$ cat config.mk
export PLATFORM = sky130hd
export DESIGN_NAME = frame_statistics_monitor
export DESIGN_NICKNAME = d
export VERILOG_FILES = /design/src/rtl/core/fstat_pkg.sv /design/src/rtl/core/frame_statistics_monitor.sv /design/src/rtl/core/fstat_front.sv /design/src/rtl/core/fstat_cmd_fifo.sv /design/src/rtl/core/fstat_ratio.sv /design/src/rtl/core/fstat_back.sv
export SDC_FILE = /design/constraint.sdc
export NUM_CORES = 2
export LEC_CHECK = 0
export CAP_MARGIN = 10
export CORE_MARGIN = 4
export CORE_UTILIZATION = 55
export DETAILED_ROUTE_END_ITERATION = 12
export DONT_BUFFER_PORTS = 1
export PLACE_DENSITY = 0.74
export REMOVE_ABC_BUFFERS = 1
export SLEW_MARGIN = 40
export SYNTH_ARGS = -nofsm -noshare
export SYNTH_HDL_FRONTEND = slang
export SYNTH_SLANG_ARGS = --single-unit
$ cat constraint.sdc
create_clock -name clock -period 19.02 [get_ports clock]
set_input_delay 0.951 -clock clock [delete_from_list [all_inputs] [get_ports clock]]
set_output_delay 0.951 -clock clock [all_outputs]
set_load 0.1 [all_outputs]
$ cat src/rtl/core/fstat_pkg.sv
// fstat_pkg: shared types and constants of the frame statistics monitor
// used by every module under rtl/core, depends on nothing
package fstat_pkg;

   // field widths
   localparam int ID_W           = 32;
   localparam int STAMP_W        = 48;
   localparam int BYTES_W        = 26;
   localparam int TIME_W         = 40;
   localparam int OUT_W          = 32;
   localparam int BYTE_TOTAL_W   = 48;

   // counter width default
   localparam int DEF_COUNT_BITS = 32;

   // scale constants: frames/s x100 from microseconds, Mbit/s x100 from bytes
   localparam int SCALE_W = 27;
   localparam logic [SCALE_W-1:0] RATE_SCALE = 27'd100000000;
   localparam logic [SCALE_W-1:0] BITS_SCALE = 27'd800;

   // command queue depth between front and back
   localparam int CMD_DEPTH = 2;

   typedef enum logic [1:0] {
      CMD_CLEAR,
      CMD_INCOMPLETE,
      CMD_FRAME
   } cmd_kind_type;

   typedef struct packed {
      cmd_kind_type          kind;
      logic [ID_W-1:0]       id;
      logic [STAMP_W-1:0]    stamp;
      logic [BYTES_W-1:0]    bytes;
      logic [TIME_W-1:0]     now;
   } cmd_type;

   typedef struct packed {
      logic full;
      logic empty;
   } fifo_status_type;

   typedef struct packed {
      logic start;
      logic use_bits_scale;
   } ratio_ctl_type;

   typedef enum logic [2:0] {
      B_IDLE,
      B_RATE,
      B_RATE_WAIT,
      B_TPUT,
      B_TPUT_WAIT,
      B_EMIT
   } back_state_type;

   typedef enum logic [1:0] {
      R_IDLE,
      R_MUL,
      R_CHECK,
      R_DIV
   } ratio_state_type;

endpackage

$ cat src/rtl/core/frame_statistics_monitor.sv
// frame_statistics_monitor: top level of the frame statistics monitor
// depends on fstat_pkg, fstat_front, fstat_cmd_fifo, fstat_ratio, fstat_back
//
// Usage:
//   Input side is a queue: drive the fields and push; the transaction is
//   taken on a clock edge with push high and full low. req_type low clears
//   all statistics, high reports one frame (req_frame_incomplete marks a
//   partial frame). Result side is a queue too: while empty is low the
//   statistics after the oldest transaction are on the rsp_ ports, and pop
//   takes them. Every input transaction yields exactly one result.
//   csr_wr_en writes csr_wr_data into the averaging-mode bit; write it only
//   while no transaction is in flight.
// Clears, incomplete frames and the first complete frame pass the input
// stage, the command queue and the emit step before empty goes low. Later
// complete frames make two passes through the ratio unit, each ceil(W/32)
// multiply steps, a range check and 32 divide steps (W = wider of
// COUNT_BITS and 48), fewer on saturation. The back takes no command while
// one is in progress or a result is still unpopped.
// Reset (synchronous, active high) clears all statistics, the mode bit and
// both queues. An unpopped result is held, three more transactions wait
// behind it (two queued, one in the input stage), and then full rises.
module frame_statistics_monitor
   import fstat_pkg::*;
#(
   parameter int COUNT_BITS = DEF_COUNT_BITS
)
(
   input  logic                 clock,
   input  logic                 reset,
   input  logic                 push,
   output logic                 full,
   input  logic                 req_type,
   input  logic                 req_frame_incomplete,
   input  logic [ID_W-1:0]      req_frame_id,
   input  logic [STAMP_W-1:0]   req_frame_timestamp,
   input  logic [BYTES_W-1:0]   req_bytes_filled,
   input  logic [TIME_W-1:0]    req_now_us,
   output logic                 empty,
   input  logic                 pop,
   output logic [OUT_W-1:0]     rsp_frames_total,
   output logic [OUT_W-1:0]     rsp_frames_incomplete,
   output logic [OUT_W-1:0]     rsp_frames_dropped,
   output logic [ID_W-1:0]      rsp_last_id,
   output logic [STAMP_W-1:0]   rsp_last_stamp,
   output logic [OUT_W-1:0]     rsp_rate_x100,
   output logic [OUT_W-1:0]     rsp_throughput_x100,
   input  logic                 csr_wr_en,
   input  logic                 csr_wr_data
);

   localparam int OPW = (COUNT_BITS > BYTE_TOTAL_W) ? COUNT_BITS : BYTE_TOTAL_W;

   logic             average_mode_ff, average_mode_in;
   logic             fifo_push;
   cmd_type          fifo_wr_data;
   cmd_type          fifo_rd_data;
   fifo_status_type  fifo_status;
   logic             fifo_pop;
   ratio_ctl_type    ratio_ctl;
   logic [OPW-1:0]   ratio_operand;
   logic [TIME_W-1:0] ratio_den;
   logic             ratio_done;
   logic [OUT_W-1:0] ratio_quo;

   // mode register
   assign average_mode_in = csr_wr_en ? csr_wr_data : average_mode_ff;

   always_ff @(posedge clock) begin
      if (reset) begin
         average_mode_ff <= 1'b0;
      end else begin
         average_mode_ff <= average_mode_in;
      end
   end

   // front: accept and classify
   fstat_front u_front (
      .clock                (clock),
      .reset                (reset),
      .push                 (push),
      .full                 (full),
      .req_type             (req_type),
      .req_frame_incomplete (req_frame_incomplete),
      .req_frame_id         (req_frame_id),
      .req_frame_timestamp  (req_frame_timestamp),
      .req_bytes_filled     (req_bytes_filled),
      .req_now_us           (req_now_us),
      .fifo_push            (fifo_push),
      .fifo_data            (fifo_wr_data),
      .fifo_status          (fifo_status)
   );

   // command queue between front and back
   fstat_cmd_fifo u_cmd_fifo (
      .clock   (clock),
      .reset   (reset),
      .wr_push (fifo_push),
      .wr_data (fifo_wr_data),
      .rd_pop  (fifo_pop),
      .rd_data (fifo_rd_data),
      .status  (fifo_status)
   );

   // shared scale-and-divide unit
   fstat_ratio #(
      .COUNT_BITS (COUNT_BITS)
   ) u_ratio (
      .clock   (clock),
      .reset   (reset),
      .ctl     (ratio_ctl),
      .operand (ratio_operand),
      .den     (ratio_den),
      .done    (ratio_done),
      .quo     (ratio_quo)
   );

   // back: statistics update and result register
   fstat_back #(
      .COUNT_BITS (COUNT_BITS)
   ) u_back (
      .clock                 (clock),
      .reset                 (reset),
      .average_mode          (average_mode_ff),
      .cmd_data              (fifo_rd_data),
      .cmd_status            (fifo_status),
      .cmd_pop               (fifo_pop),
      .ratio_ctl             (ratio_ctl),
      .ratio_operand         (ratio_operand),
      .ratio_den             (ratio_den),
      .ratio_done            (ratio_done),
      .ratio_quo             (ratio_quo),
      .empty                 (empty),
      .pop                   (pop),
      .rsp_frames_total      (rsp_frames_total),
      .rsp_frames_incomplete (rsp_frames_incomplete),
      .rsp_frames_dropped    (rsp_frames_dropped),
      .rsp_last_id           (rsp_last_id),
      .rsp_last_stamp        (rsp_last_stamp),
      .rsp_rate_x100         (rsp_rate_x100),
      .rsp_throughput_x100   (rsp_throughput_x100)
   );

endmodule

$ cat src/rtl/core/fstat_front.sv
// fstat_front: input stage, classifies each transaction into a command
// depends on fstat_pkg, feeds fstat_cmd_fifo
module fstat_front
   import fstat_pkg::*;
(
   input  logic                 clock,
   input  logic                 reset,
   input  logic                 push,
   output logic                 full,
   input  logic                 req_type,
   input  logic                 req_frame_incomplete,
   input  logic [ID_W-1:0]      req_frame_id,
   input  logic [STAMP_W-1:0]   req_frame_timestamp,
   input  logic [BYTES_W-1:0]   req_bytes_filled,
   input  logic [TIME_W-1:0]    req_now_us,
   output logic                 fifo_push,
   output cmd_type              fifo_data,
   input  fifo_status_type      fifo_status
);

   logic    stage_valid_ff, stage_valid_in;
   cmd_type stage_ff, stage_in;
   cmd_type decoded;
   logic    accept;

   // classify the incoming transaction
   always_comb begin
      if (!req_type) begin
         decoded.kind = CMD_CLEAR;
      end else if (req_frame_incomplete) begin
         decoded.kind = CMD_INCOMPLETE;
      end else begin
         decoded.kind = CMD_FRAME;
      end
      decoded.id    = req_frame_id;
      decoded.stamp = req_frame_timestamp;
      decoded.bytes = req_bytes_filled;
      decoded.now   = req_now_us;
   end

   // stage moves into the queue whenever the queue has room
   assign full      = stage_valid_ff & fifo_status.full;
   assign accept    = push & ~full;
   assign fifo_push = stage_valid_ff & ~fifo_status.full;
   assign fifo_data = stage_ff;

   always_comb begin
      stage_valid_in = accept | (stage_valid_ff & fifo_status.full);
      stage_in       = accept ? decoded : stage_ff;
   end

   always_ff @(posedge clock) begin
      if (reset) begin
         stage_valid_ff <= 1'b0;
      end else begin
         stage_valid_ff <= stage_valid_in;
      end
      stage_ff <= stage_in;
   end

endmodule

$ cat src/rtl/core/fstat_cmd_fifo.sv
// fstat_cmd_fifo: short command queue between front and back
// depends on fstat_pkg
module fstat_cmd_fifo
   import fstat_pkg::*;
(
   input  logic            clock,
   input  logic            reset,
   input  logic            wr_push,
   input  cmd_type         wr_data,
   input  logic            rd_pop,
   output cmd_type         rd_data,
   output fifo_status_type status
);

   localparam int PTR_W = (CMD_DEPTH > 1) ? $clog2(CMD_DEPTH) : 1;
   localparam int CNT_W = $clog2(CMD_DEPTH + 1);

   cmd_type            slot_ff [CMD_DEPTH];
   logic [PTR_W-1:0]   wr_ptr_ff, wr_ptr_in;
   logic [PTR_W-1:0]   rd_ptr_ff, rd_ptr_in;
   logic [CNT_W-1:0]   count_ff, count_in;
   logic               do_wr, do_rd;

   assign status.full  = (count_ff == CNT_W'(CMD_DEPTH));
   assign status.empty = (count_ff == '0);
   assign do_wr        = wr_push & ~status.full;
   assign do_rd        = rd_pop & ~status.empty;
   assign rd_data      = slot_ff[rd_ptr_ff];

   // pointer and fill count update
   always_comb begin
      wr_ptr_in = wr_ptr_ff;
      rd_ptr_in = rd_ptr_ff;
      count_in  = count_ff;
      if (do_wr) begin
         wr_ptr_in = (wr_ptr_ff == PTR_W'(CMD_DEPTH - 1)) ? '0 : wr_ptr_ff + 1'b1;
      end
      if (do_rd) begin
         rd_ptr_in = (rd_ptr_ff == PTR_W'(CMD_DEPTH - 1)) ? '0 : rd_ptr_ff + 1'b1;
      end
      if (do_wr && !do_rd) begin
         count_in = count_ff + 1'b1;
      end else if (do_rd && !do_wr) begin
         count_in = count_ff - 1'b1;
      end
   end

   always_ff @(posedge clock) begin
      if (reset) begin
         wr_ptr_ff <= '0;
         rd_ptr_ff <= '0;
         count_ff  <= '0;
      end else begin
         wr_ptr_ff <= wr_ptr_in;
         rd_ptr_ff <= rd_ptr_in;
         count_ff  <= count_in;
      end
      if (do_wr) begin
         slot_ff[wr_ptr_ff] <= wr_data;
      end
   end

endmodule

$ cat src/rtl/core/fstat_ratio.sv
// fstat_ratio: operand times scale constant, divided by an interval
// chunked multiply then 32-step restoring divide, saturating; uses fstat_pkg
module fstat_ratio
   import fstat_pkg::*;
#(
   parameter int COUNT_BITS = DEF_COUNT_BITS
)
(
   input  logic                 clock,
   input  logic                 reset,
   input  ratio_ctl_type        ctl,
   input  logic [((COUNT_BITS > BYTE_TOTAL_W) ? COUNT_BITS : BYTE_TOTAL_W)-1:0] operand,
   input  logic [TIME_W-1:0]    den,
   output logic                 done,
   output logic [OUT_W-1:0]     quo
);

   localparam int OPW   = (COUNT_BITS > BYTE_TOTAL_W) ? COUNT_BITS : BYTE_TOTAL_W;
   localparam int CH    = (OPW + 31) / 32;
   localparam int CHW   = (CH > 1) ? $clog2(CH) : 1;
   localparam int NUM_W = (COUNT_BITS + SCALE_W > BYTE_TOTAL_W + 10) ?
                          COUNT_BITS + SCALE_W : BYTE_TOTAL_W + 10;
   localparam int HI_W  = NUM_W - 32;
   localparam int CMP_W = (HI_W > TIME_W) ? HI_W : TIME_W;
   localparam int PROD_W = 32 + SCALE_W;

   ratio_state_type     state_ff, state_in;
   logic [CH*32-1:0]    op_ff, op_in;
   logic [SCALE_W-1:0]  scale_ff, scale_in;
   logic [NUM_W-1:0]    num_ff, num_in;
   logic [TIME_W-1:0]   rem_ff, rem_in;
   logic [31:0]         lo_ff, lo_in;
   logic [4:0]          cnt_ff, cnt_in;
   logic [CHW-1:0]      chunk_ff, chunk_in;
   logic                done_ff, done_in;
   logic [OUT_W-1:0]    quo_ff, quo_in;
   logic [PROD_W-1:0]   prod;
   logic [HI_W-1:0]     num_hi;
   logic [TIME_W:0]     trial;
   logic                trial_ge;

   // one 32-bit chunk of the operand times the scale constant
   assign prod     = PROD_W'(op_ff[CH*32-1 -: 32]) * PROD_W'(scale_ff);
   assign num_hi   = num_ff[NUM_W-1:32];
   assign trial    = {rem_ff, lo_ff[31]};
   assign trial_ge = (trial >= {1'b0, den});

   always_comb begin
      state_in = state_ff;
      op_in    = op_ff;
      scale_in = scale_ff;
      num_in   = num_ff;
      rem_in   = rem_ff;
      lo_in    = lo_ff;
      cnt_in   = cnt_ff;
      chunk_in = chunk_ff;
      done_in  = 1'b0;
      quo_in   = quo_ff;
      case (state_ff)
         R_IDLE: begin
            if (ctl.start) begin
               op_in    = (CH*32)'(operand);
               scale_in = ctl.use_bits_scale ? BITS_SCALE : RATE_SCALE;
               num_in   = '0;
               chunk_in = CHW'(CH - 1);
               state_in = R_MUL;
            end
         end
         // accumulate most significant chunk first
         R_MUL: begin
            num_in   = NUM_W'({num_ff, 32'b0}) + NUM_W'(prod);
            op_in    = op_ff << 32;
            chunk_in = chunk_ff - 1'b1;
            if (chunk_ff == '0) begin
               state_in = R_CHECK;
            end
         end
         // quotient needs more than 32 bits, or zero interval: saturate
         R_CHECK: begin
            if (CMP_W'(num_hi) >= CMP_W'(den)) begin
               quo_in   = '1;
               done_in  = 1'b1;
               state_in = R_IDLE;
            end else begin
               rem_in   = TIME_W'(num_hi);
               lo_in    = num_ff[31:0];
               cnt_in   = 5'd31;
               state_in = R_DIV;
            end
         end
         // one quotient bit per cycle
         R_DIV: begin
            rem_in = trial_ge ? TIME_W'(trial - {1'b0, den}) : trial[TIME_W-1:0];
            lo_in  = {lo_ff[30:0], trial_ge};
            cnt_in = cnt_ff - 1'b1;
            if (cnt_ff == '0) begin
               quo_in   = {lo_ff[30:0], trial_ge};
               done_in  = 1'b1;
               state_in = R_IDLE;
            end
         end
         default: begin
            state_in = R_IDLE;
         end
      endcase
   end

   always_ff @(posedge clock) begin
      if (reset) begin
         state_ff <= R_IDLE;
         done_ff  <= 1'b0;
      end else begin
         state_ff <= state_in;
         done_ff  <= done_in;
      end
      op_ff    <= op_in;
      scale_ff <= scale_in;
      num_ff   <= num_in;
      rem_ff   <= rem_in;
      lo_ff    <= lo_in;
      cnt_ff   <= cnt_in;
      chunk_ff <= chunk_in;
      quo_ff   <= quo_in;
   end

   assign done = done_ff;
   assign quo  = quo_ff;

endmodule

$ cat src/rtl/core/fstat_back.sv
// fstat_back: statistics state, command execution and result register
// depends on fstat_pkg, drives one fstat_ratio unit
module fstat_back
   import fstat_pkg::*;
#(
   parameter int COUNT_BITS = DEF_COUNT_BITS
)
(
   input  logic                    clock,
   input  logic                    reset,
   input  logic                    average_mode,
   input  cmd_type                 cmd_data,
   input  fifo_status_type         cmd_status,
   output logic                    cmd_pop,
   output ratio_ctl_type           ratio_ctl,
   output logic [((COUNT_BITS > BYTE_TOTAL_W) ? COUNT_BITS : BYTE_TOTAL_W)-1:0] ratio_operand,
   output logic [TIME_W-1:0]       ratio_den,
   input  logic                    ratio_done,
   input  logic [OUT_W-1:0]        ratio_quo,
   output logic                    empty,
   input  logic                    pop,
   output logic [OUT_W-1:0]        rsp_frames_total,
   output logic [OUT_W-1:0]        rsp_frames_incomplete,
   output logic [OUT_W-1:0]        rsp_frames_dropped,
   output logic [ID_W-1:0]         rsp_last_id,
   output logic [STAMP_W-1:0]      rsp_last_stamp,
   output logic [OUT_W-1:0]        rsp_rate_x100,
   output logic [OUT_W-1:0]        rsp_throughput_x100
);

   localparam int OPW   = (COUNT_BITS > BYTE_TOTAL_W) ? COUNT_BITS : BYTE_TOTAL_W;
   localparam int SUM_W = ((COUNT_BITS > ID_W) ? COUNT_BITS : ID_W) + 1;

   back_state_type           state_ff, state_in;
   logic [COUNT_BITS-1:0]    total_ff, total_in;
   logic [COUNT_BITS-1:0]    incomp_ff, incomp_in;
   logic [COUNT_BITS-1:0]    drop_ff, drop_in;
   logic [ID_W-1:0]          prev_id_ff, prev_id_in;
   logic [STAMP_W-1:0]       stamp_ff, stamp_in;
   logic [OUT_W-1:0]         rate_ff, rate_in;
   logic [OUT_W-1:0]         tput_ff, tput_in;
   logic [TIME_W-1:0]        first_time_ff, first_time_in;
   logic [TIME_W-1:0]        prev_time_ff, prev_time_in;
   logic [BYTE_TOTAL_W-1:0]  byte_total_ff, byte_total_in;
   logic                     seen_first_ff, seen_first_in;
   logic [TIME_W-1:0]        dt_ff, dt_in;
   logic [BYTES_W-1:0]       cur_bytes_ff, cur_bytes_in;
   logic                     rsp_valid_ff, rsp_valid_in;

   logic [OUT_W-1:0]         rsp_total_ff, rsp_incomp_ff, rsp_drop_ff;
   logic [ID_W-1:0]          rsp_id_ff;
   logic [STAMP_W-1:0]       rsp_stamp_ff;
   logic [OUT_W-1:0]         rsp_rate_ff, rsp_tput_ff;

   logic [ID_W-1:0]          gap;
   logic [SUM_W-1:0]         drop_sum;
   logic [BYTE_TOTAL_W:0]    byte_sum;
   logic                     take;

   // dropped frames: ID gap after a nonzero previous ID, saturating add
   assign gap      = (prev_id_ff != '0 && cmd_data.id > prev_id_ff) ?
                     cmd_data.id - prev_id_ff - 1'b1 : '0;
   assign drop_sum = SUM_W'(drop_ff) + SUM_W'(gap);
   assign byte_sum = (BYTE_TOTAL_W+1)'(byte_total_ff) + (BYTE_TOTAL_W+1)'(cmd_data.bytes);
   assign take     = ~cmd_status.empty & ~rsp_valid_ff;

   // next state and outputs
   always_comb begin
      state_in      = state_ff;
      total_in      = total_ff;
      incomp_in     = incomp_ff;
      drop_in       = drop_ff;
      prev_id_in    = prev_id_ff;
      stamp_in      = stamp_ff;
      rate_in       = rate_ff;
      tput_in       = tput_ff;
      first_time_in = first_time_ff;
      prev_time_in  = prev_time_ff;
      byte_total_in = byte_total_ff;
      seen_first_in = seen_first_ff;
      dt_in         = dt_ff;
      cur_bytes_in  = cur_bytes_ff;
      rsp_valid_in  = rsp_valid_ff & ~pop;
      cmd_pop       = 1'b0;
      ratio_ctl     = '0;
      ratio_operand = '0;
      case (state_ff)
         B_IDLE: begin
            if (take) begin
               cmd_pop  = 1'b1;
               state_in = B_EMIT;
               case (cmd_data.kind)
                  CMD_CLEAR: begin
                     total_in      = '0;
                     incomp_in     = '0;
                     drop_in       = '0;
                     prev_id_in    = '0;
                     stamp_in      = '0;
                     rate_in       = '0;
                     tput_in       = '0;
                     first_time_in = '0;
                     prev_time_in  = '0;
                     byte_total_in = '0;
                     seen_first_in = 1'b0;
                  end
                  CMD_INCOMPLETE: begin
                     incomp_in = (incomp_ff == '1) ? incomp_ff : incomp_ff + 1'b1;
                  end
                  CMD_FRAME: begin
                     total_in   = (total_ff == '1) ? total_ff : total_ff + 1'b1;
                     stamp_in   = cmd_data.stamp;
                     drop_in    = ((drop_sum >> COUNT_BITS) != '0) ? '1 :
                                  drop_sum[COUNT_BITS-1:0];
                     prev_id_in = cmd_data.id;
                     if (!seen_first_ff) begin
                        seen_first_in = 1'b1;
                        first_time_in = cmd_data.now;
                        prev_time_in  = cmd_data.now;
                     end else begin
                        cur_bytes_in = cmd_data.bytes;
                        state_in     = B_RATE;
                        if (average_mode) begin
                           dt_in         = cmd_data.now - first_time_ff;
                           byte_total_in = byte_sum[BYTE_TOTAL_W] ? '1 :
                                           byte_sum[BYTE_TOTAL_W-1:0];
                        end else begin
                           dt_in        = cmd_data.now - prev_time_ff;
                           prev_time_in = cmd_data.now;
                        end
                     end
                  end
                  default: begin
                     state_in = B_EMIT;
                  end
               endcase
            end
         end
         // frames over the interval, times 10^8 per microsecond
         B_RATE: begin
            ratio_ctl.start = 1'b1;
            ratio_operand   = average_mode ? OPW'(total_ff - 1'b1) : OPW'(1);
            state_in        = B_RATE_WAIT;
         end
         B_RATE_WAIT: begin
            if (ratio_done) begin
               rate_in  = ratio_quo;
               state_in = B_TPUT;
            end
         end
         // bytes over the interval, times 800 per microsecond
         B_TPUT: begin
            ratio_ctl.start          = 1'b1;
            ratio_ctl.use_bits_scale = 1'b1;
            ratio_operand = average_mode ? OPW'(byte_total_ff) : OPW'(cur_bytes_ff);
            state_in      = B_TPUT_WAIT;
         end
         B_TPUT_WAIT: begin
            if (ratio_done) begin
               tput_in  = ratio_quo;
               state_in = B_EMIT;
            end
         end
         B_EMIT: begin
            rsp_valid_in = 1'b1;
            state_in     = B_IDLE;
         end
         default: begin
            state_in = B_IDLE;
         end
      endcase
   end

   assign ratio_den = dt_ff;

   always_ff @(posedge clock) begin
      if (reset) begin
         state_ff      <= B_IDLE;
         total_ff      <= '0;
         incomp_ff     <= '0;
         drop_ff       <= '0;
         prev_id_ff    <= '0;
         stamp_ff      <= '0;
         rate_ff       <= '0;
         tput_ff       <= '0;
         first_time_ff <= '0;
         prev_time_ff  <= '0;
         byte_total_ff <= '0;
         seen_first_ff <= 1'b0;
         rsp_valid_ff  <= 1'b0;
      end else begin
         state_ff      <= state_in;
         total_ff      <= total_in;
         incomp_ff     <= incomp_in;
         drop_ff       <= drop_in;
         prev_id_ff    <= prev_id_in;
         stamp_ff      <= stamp_in;
         rate_ff       <= rate_in;
         tput_ff       <= tput_in;
         first_time_ff <= first_time_in;
         prev_time_ff  <= prev_time_in;
         byte_total_ff <= byte_total_in;
         seen_first_ff <= seen_first_in;
         rsp_valid_ff  <= rsp_valid_in;
      end
      dt_ff        <= dt_in;
      cur_bytes_ff <= cur_bytes_in;
      // result register, loaded from the updated statistics
      if (state_ff == B_EMIT) begin
         rsp_total_ff  <= OUT_W'(total_ff);
         rsp_incomp_ff <= OUT_W'(incomp_ff);
         rsp_drop_ff   <= OUT_W'(drop_ff);
         rsp_id_ff     <= prev_id_ff;
         rsp_stamp_ff  <= stamp_ff;
         rsp_rate_ff   <= rate_ff;
         rsp_tput_ff   <= tput_ff;
      end
   end

   assign empty                 = ~rsp_valid_ff;
   assign rsp_frames_total      = rsp_total_ff;
   assign rsp_frames_incomplete = rsp_incomp_ff;
   assign rsp_frames_dropped    = rsp_drop_ff;
   assign rsp_last_id           = rsp_id_ff;
   assign rsp_last_stamp        = rsp_stamp_ff;
   assign rsp_rate_x100         = rsp_rate_ff;
   assign rsp_throughput_x100   = rsp_tput_ff;

   // result register is only loaded while it is free
   a_emit_into_free: assert property (@(posedge clock) disable iff (reset)
      (state_ff == B_EMIT) |-> !rsp_valid_ff)
      else $error("result loaded over an unread transaction");

   // a new result appears only out of the emit step
   a_valid_from_emit: assert property (@(posedge clock) disable iff (reset)
      $rose(rsp_valid_ff) |-> $past(state_ff == B_EMIT))
      else $error("result valid without emit");

   // the total count only goes down through a clear command
   a_total_monotonic: assert property (@(posedge clock) disable iff (reset)
      (total_ff < $past(total_ff)) |-> $past(cmd_pop && cmd_data.kind == CMD_CLEAR))
      else $error("frame total decreased without clear");

   // no rate is known before the first complete frame
   a_rate_zero_before_first: assert property (@(posedge clock) disable iff (reset)
      !seen_first_ff |-> (rate_ff == '0 && tput_ff == '0))
      else $error("rate set before first frame");

endmodule
### Yosys cells after proc, flatten, opt, wreduce, memory -nomap -nowiden

Memory sizes are Yosys's and may differ from the RTL's. A register that Yosys moved wholly into a read port is not among the register bits.
Index checks and enable logic that the tools add are counted.

| cells by class | value |
|---|---|
| eq/ne operators | 28 |
| reduce and logical (&&, ||, !) cells | 34 |
| bitwise gates (word level) | 13 |
| shifts and indexed selects | 0 |
| $add $sub $neg | 17 |
| $lt $le $gt $ge | 3 |
| mux-type cells | 73 |
| multiply operators | 1 |
| div/mod/pow operators | 0 |

Operators by type and width:

| operator | number |
|---|---|
| 32-bit one-hot mux with 2 select lines | 8 |
| 32-bit 2-to-1 mux | 10 |
| 48-bit one-hot mux with 2 select lines | 3 |
| 40-bit 2-to-1 mux | 6 |
| 48-bit 2-to-1 mux | 5 |
| 40-bit one-hot mux with 2 select lines | 3 |
| 64-bit one-hot mux with 2 select lines | 1 |
| 40-bit subtractor | 3 |
| 59-bit one-hot mux with 2 select lines | 1 |
| 32-bit by 1-bit adder with 32-bit output (second input constant) | 2 |
| 32-bit equality test (second input constant) | 2 |
| 64-bit 2-to-1 mux | 1 |
| 59-bit adder | 1 |
| 32-bit by 27-bit multiplier with 59-bit output | 1 |
| 59-bit 2-to-1 mux | 1 |
| 48-bit by 26-bit adder with 49-bit output | 1 |
| 41-bit by 40-bit >= comparator with 1-bit output | 1 |
| 27-bit by 40-bit >= comparator with 1-bit output | 1 |
| 32-bit by 32-bit adder with 33-bit output | 1 |
| 32-bit by 1-bit subtractor with 33-bit output (second input constant) | 1 |
| 32-bit > comparator | 1 |
| 32-bit nonzero test | 1 |
| 32-bit by 1-bit subtractor with 32-bit output (second input constant) | 1 |
| 32-bit subtractor | 1 |
| other kinds (36) | 112 |

| storage, ports and cells | value |
|---|---|
| ROM bits | 0 |
| latch bits | 0 |
| memories | 1 |
| register bits | 1096 |
| RAM bits | 296 |

Memories:

| memory | words | width | read ports | clocked after memory_dff | write ports | RTL line | text |
|---|---|---|---|---|---|---|---|
| u_cmd_fifo.slot_ff | 2 | 148 | 1 | 1 | 1 | fstat_cmd_fifo.sv:18 | `cmd_type slot_ff [CMD_DEPTH];` |

### Depth between registers and ports, before layout

| logic depth | value |
|---|---|
| word-level depth | 9 |
| mapped depth | 31 |

### By module

From an unflattened synthesis, not the netlist that was laid out.

| second synthesis, totals | value |
|---|---|
| cell total of the unflattened synthesis | 6803 |
| area, all modules | 76007.9 um^2 |

By module, submodules not included:

| module | area each (um^2) | times used | seq. area each (um^2) | cells an instance |
|---|---|---|---|---|
| fstat_back | 32561.2 | 1 | 16656.0 | 3345 |
| fstat_ratio | 27968.1 | 1 | 6966.7 | 2814 |
| fstat_cmd_fifo | 10933.0 | 1 | 8988.6 | 485 |
| fstat_front | 4511.8 | 1 | 4464.3 | 156 |
| frame_statistics_monitor | 33.8 | 1 | 20.0 | 3 |

### Worst setup path before layout

No wires, ideal clock.

| path | value |
|---|---|
| path kind | reg2reg |
| start | register u_cmd_fifo.count_ff[0] |
| end | register u_front.stage_ff (netlist bit u_front.fifo_data[0]), enable pin |
| path slack | 10840 ps |
| period minus slack after synthesis | 8180 ps |
| cell stages (with the launch flop) | 4 |
| data arrival time | 7509 ps |
| data required time | 18348 ps |
| library setup time | 672 ps |
| cell sequence | dfxtp_1 nand2b_1 nor2_1 nor2b_1 |

| between the ends | value |
|---|---|
| word-level cells in the longest chain between the ends | 4 |

RTL lines:

| what | RTL line | text |
|---|---|---|
| start: declaration | fstat_cmd_fifo.sv:21 | `logic [CNT_W-1:0] count_ff, count_in;` |
| start signal: assignment | fstat_cmd_fifo.sv:56 | `count_ff <= count_in;` |
| 2-bit equality test | fstat_cmd_fifo.sv:24 | `assign status.full = (count_ff == CNT_W'(CMD_DEPTH));` |
| 1-bit bitwise AND | fstat_front.sv:42 | `assign full = stage_valid_ff & fifo_status.full;` |
| net full | frame_statistics_monitor.sv:31 | `output logic full,` |
| 1-bit NOT | fstat_front.sv:43 | `assign accept = push & ~full;` |
| 1-bit bitwise AND | fstat_front.sv:43 |  |
| net u_front.accept | fstat_front.sv:24 | `logic accept;` |
| end signal: assignment | fstat_front.sv:58 | `stage_ff <= stage_in;` |
| end: declaration | fstat_front.sv:22 | `cmd_type stage_ff, stage_in;` |

The timed path passes the listed nets, and every way through them passes these cells.
A chain may end at the register's enable or synchronous reset.

### Final worst setup path

| path | value |
|---|---|
| start | register u_ratio.scale_ff[24] |
| end | register u_ratio.num_ff[54], data pin |

| between the ends | value |
|---|---|
| word-level cells in the longest chain between the ends | 3 |

RTL lines:

| what | RTL line | text |
|---|---|---|
| start: declaration | fstat_ratio.sv:29 | `logic [SCALE_W-1:0] scale_ff, scale_in;` |
| start signal: assignment | fstat_ratio.sv:117 | `scale_ff <= scale_in;` |
| 32-bit by 27-bit multiplier with 59-bit output | fstat_ratio.sv:43 | `assign prod = PROD_W'(op_ff[CH*32-1 -: 32]) * PROD_W'(scale_ff);` |
| 59-bit adder | fstat_ratio.sv:71 | `num_in = NUM_W'({num_ff, 32'b0}) + NUM_W'(prod);` |
| 59-bit one-hot mux with 2 select lines | fstat_ratio.sv:59 | `case (state_ff)` |
| end signal: assignment | fstat_ratio.sv:118 | `num_ff <= num_in;` |
| end: declaration | fstat_ratio.sv:30 | `logic [NUM_W-1:0] num_ff, num_in;` |

Every way passes these cells.

==> summary.md <==
| Metric | Value |
|---|---|
| Run status | completed |
| Reg2Reg Depth | 26 |
| Die Y | roughly 380 µm |
| RR Endpoint | u_ratio.num_ff[54]$_SDFFCE_PN0P_ |
| Worst Hold Class | in2reg |
| Crit path largest cell delay | between 600 and 700 ps |
| Share of the synthesized area in the top cell type | between 30 and 40% |
| Dpl cells | ~8400 |
| Core Area | 135300 µm² |
| # rows | around 140 |
| Critical path fanouts, max | 78 |
| Crit path DAT | between 8000 and 9000 ps |
| Distinct cells, synth | 86 |
| Largest net degree at the start of global routing | 262 |
| Clock-pin slew on the worst setup and hold paths | around 70 ps |
| Area grow syn2layout | 14.90% |
| Endpoint class of the critical path | register |
| Crit path kind | reg2reg |
| Vias post-DR | roughly 50000 |
| Worst skew pair latency | about 780 ps |
| Achievable Freq | approximately 120 MHz |
| DRT iter0 DRCs | 4251 |
| Bufs and invs on worst path | 6 |
| Horiz. Die Dim | 376.7 µm |
| Initial antenna violation count | 33 |
| Post-synth EDFFs | 980 |
| Crit path depth | 26 |
| Ys flop type | edfxtp_1 |
| Die area | 141900 µm² |
| Final worst clock skew | around 39 ps |
| GRT overflow | 0 |
| Most frequent cells after synthesis | 980 x edfxtp_1, 681 x inv_1, 674 x nand2_1, 469 x ha_1, 456 x a21oi_1 |
| Drt wl/cell | 22.38 µm |
| Synthesized flop and latch total | roughly 1400 |
| Mapped cell area | 74780 µm² |
| Synth area leaders | edfxtp_1 39%, dfxtp_1 10%, fa_1 8.9%, ha_1 7.8%, inv_1 3.4% |
| Clk buf depth | 3 |
| Worst Path Required | 19490 ps |
| Avg Cell Area, Syn | around 11 µm² |
| Fin nets | between 7000 and 8000 |
| Depth of the worst hold-timing path | 0 |
| Fin cells | 8735 |
| Vias/cell | about 5.8 |
| Worst path top cell family by delay | adder cells |
| Clock sinks | 1363 |
| TNS Setup | 0 ps |
| CP dominant cell by count | fa_1 |
| Clk root buf | clkbuf_16 |
| Leading area contributor after synthesis | edfxtp_1 |
| # setup viols final | 0 |
| Final core area utilization | between 60 and 70% |
| Pins Over Slew Limit | 0 |
| Port-buffer cells | 0 |
| Layout cell share with drive strength beyond 1 | under 10% |
| I/O Pins | approximately 400 |
| Worst hold slack | between 200 and 300 ps |
| CP Launch Point | u_ratio.scale_ff[24]$_DFFE_PP_ |
| CTS-repair resized insts | 0 |
| Vias in the first global route | ~51000 |
| Kind of start point of the critical path | register |
| Slew headroom | between 30% and 40% |
| Slowest-stage cell, CP | buf_4 |
| Max_cap viols | 0 |
| Residual DRC | 0 |
| Final hold violations | 0 |
| RR Startpoint | u_ratio.scale_ff[24]$_DFFE_PP_ |
| DR pass1 iterations | 6 |
| Detail Placement HPWL | between 100 and 150 mm |
| Min cycle time layout | ~8000 ps |
| Post-route ant nets | 0 |
| Htree depth | 4 |
| Initial Utilization | a little under three fifths |
| # Post-CTS Setup Buffers | 0 |
| Global Route Usage Sum | a little over a quarter |
| Sequential area share after synthesis | about half |
| RSZ-0062 raised after global routing | no |
| Worst R2R Setup Slack | between 10000 and 15000 ps |
| First-pass GRT wire length | approximately 300 mm |
| Final WL | around 200 mm |
| Yosys Warn Count | 0 |
| Num CTS Buffers | roughly 140 |
| Worst-Margin Slew | ~930 ps |
| Layout filler cell count | approximately 10000 |
| Hold_buf cts | 0 |
| Tcrit/Tclk final | a little over two fifths |
| Most numerous cell in the Yosys netlist | edfxtp_1 |
| Worst Setup EP | u_ratio.num_ff[54]$_SDFFCE_PN0P_ |
| Final Wtd Congestion | between 0.9 and 1 |
| CTS tree | built |
| Ys async rst share | 0% |
| Synth Instances | 6734 |
-- state kept, by name, indices dropped and copies added (netlist names), 40 cells and up, named ones only --
register and cells:
u_back.stamp_ff 48, u_cmd_fifo.slot_ff 296, u_ratio.rem_ff 40, u_back.prev_time_ff 40
u_ratio.op_ff 64, u_front.fifo_data 148, u_back.rsp_last_stamp 48, u_back.first_time_ff 40
u_ratio.num_ff 54, u_back.ratio_den 40, u_back.byte_total_ff 48
-- kinds of logic after synthesis --
logic type      count (synthesis)  share of synthesized area [%]
fa+ha+maj                     811                          16.90
mux                           224                          3.238
flops                        1363                          49.61
compound gates               1226                          10.20
simple gates                 1793                          11.09
buf+inv                       975                          4.968
xor+xnor                      342                          4.006
-- final cells by class --
cell class	instances	area [µm²]	area share, %
multi-input cells	4396	34170	39.77
flip-flops and latches	1363	37100	43.18
inverters	681	2556	2.975
diodes	26	65.06	0.07573
clock buffers	182	3909	4.549
well taps	1781	2228	2.594
clock inverters	84	1049	1.220
repair buffers	222	4838	5.631
-- through the flow --
step                      setup slack (ps)  area, µm²
after global routing                 10390      85890
after CTS                            11050      85100
after global placement               11130      76380
after floorplan                       7991      73620
final                                11010      85920
after detailed placement             11120      80140
-- routing by layer --
layer	global-route usage (%)	vias to the layer above	share of wire, %
met5	0	-	0.049
met2	45.05	1888	49
met3	4.606	404	6.4
met1	35.04	24980	41
met4	9.997	14	3.8
li1	-	23520	-
-- cells in the final DEF, fill, tap and decap left out, types with 24 or more instances in the layout --
cell         n
inv_1      680
o21bai_1    44
nor2b_1     43
nand3_1    147
nand4_1     56
and2_1     148
dfxtp_1    381
xor2_1     184
mux2i_1     81
a211oi_1    32
a22oi_1     89
diode_2     26
a21o_1     142
ha_1       469
buf_16     124
nor4_1      25
edfxtp_1   980
a31oi_1     28
and3_1      65
mux2_2     143
nand2b_1    72
a21oi_1    453
clkbuf_16  169
o21ai_0    233
buf_4       34
nor2_1     424
fa_1       334
xnor2_1    158
o21a_1      34
clkbuf_1    24
buf_8       26
nand2_1    672
nor3_1      50
-- worst min-delay path by stage --
| stage | from | to | slack (ps) |
|---|---|---|---|
| global route | req_frame_id[19] | u_front.fifo_data[133]$_DFFE_PP_ | 240 |
| CTS | req_frame_id[14] | u_front.fifo_data[128]$_DFFE_PP_ | 220 |
| detailed placement | u_back.rate_ff[6]$_SDFFE_PP0P_ | u_back.rsp_rate_x100[6]$_DFFE_PP_ | 410 |
| floorplan | u_back.rate_ff[0]$_SDFFE_PP0P_ | u_back.rsp_rate_x100[0]$_DFFE_PP_ | 410 |
| finish | req_frame_id[20] | u_front.fifo_data[134]$_DFFE_PP_ | 270 |
| global placement | u_back.rate_ff[10]$_SDFFE_PP0P_ | u_back.rsp_rate_x100[10]$_DFFE_PP_ | 410 |
Power is not shown: default switching activity piles up to over one toggle a cycle in this logic, so the estimate is an artifact.
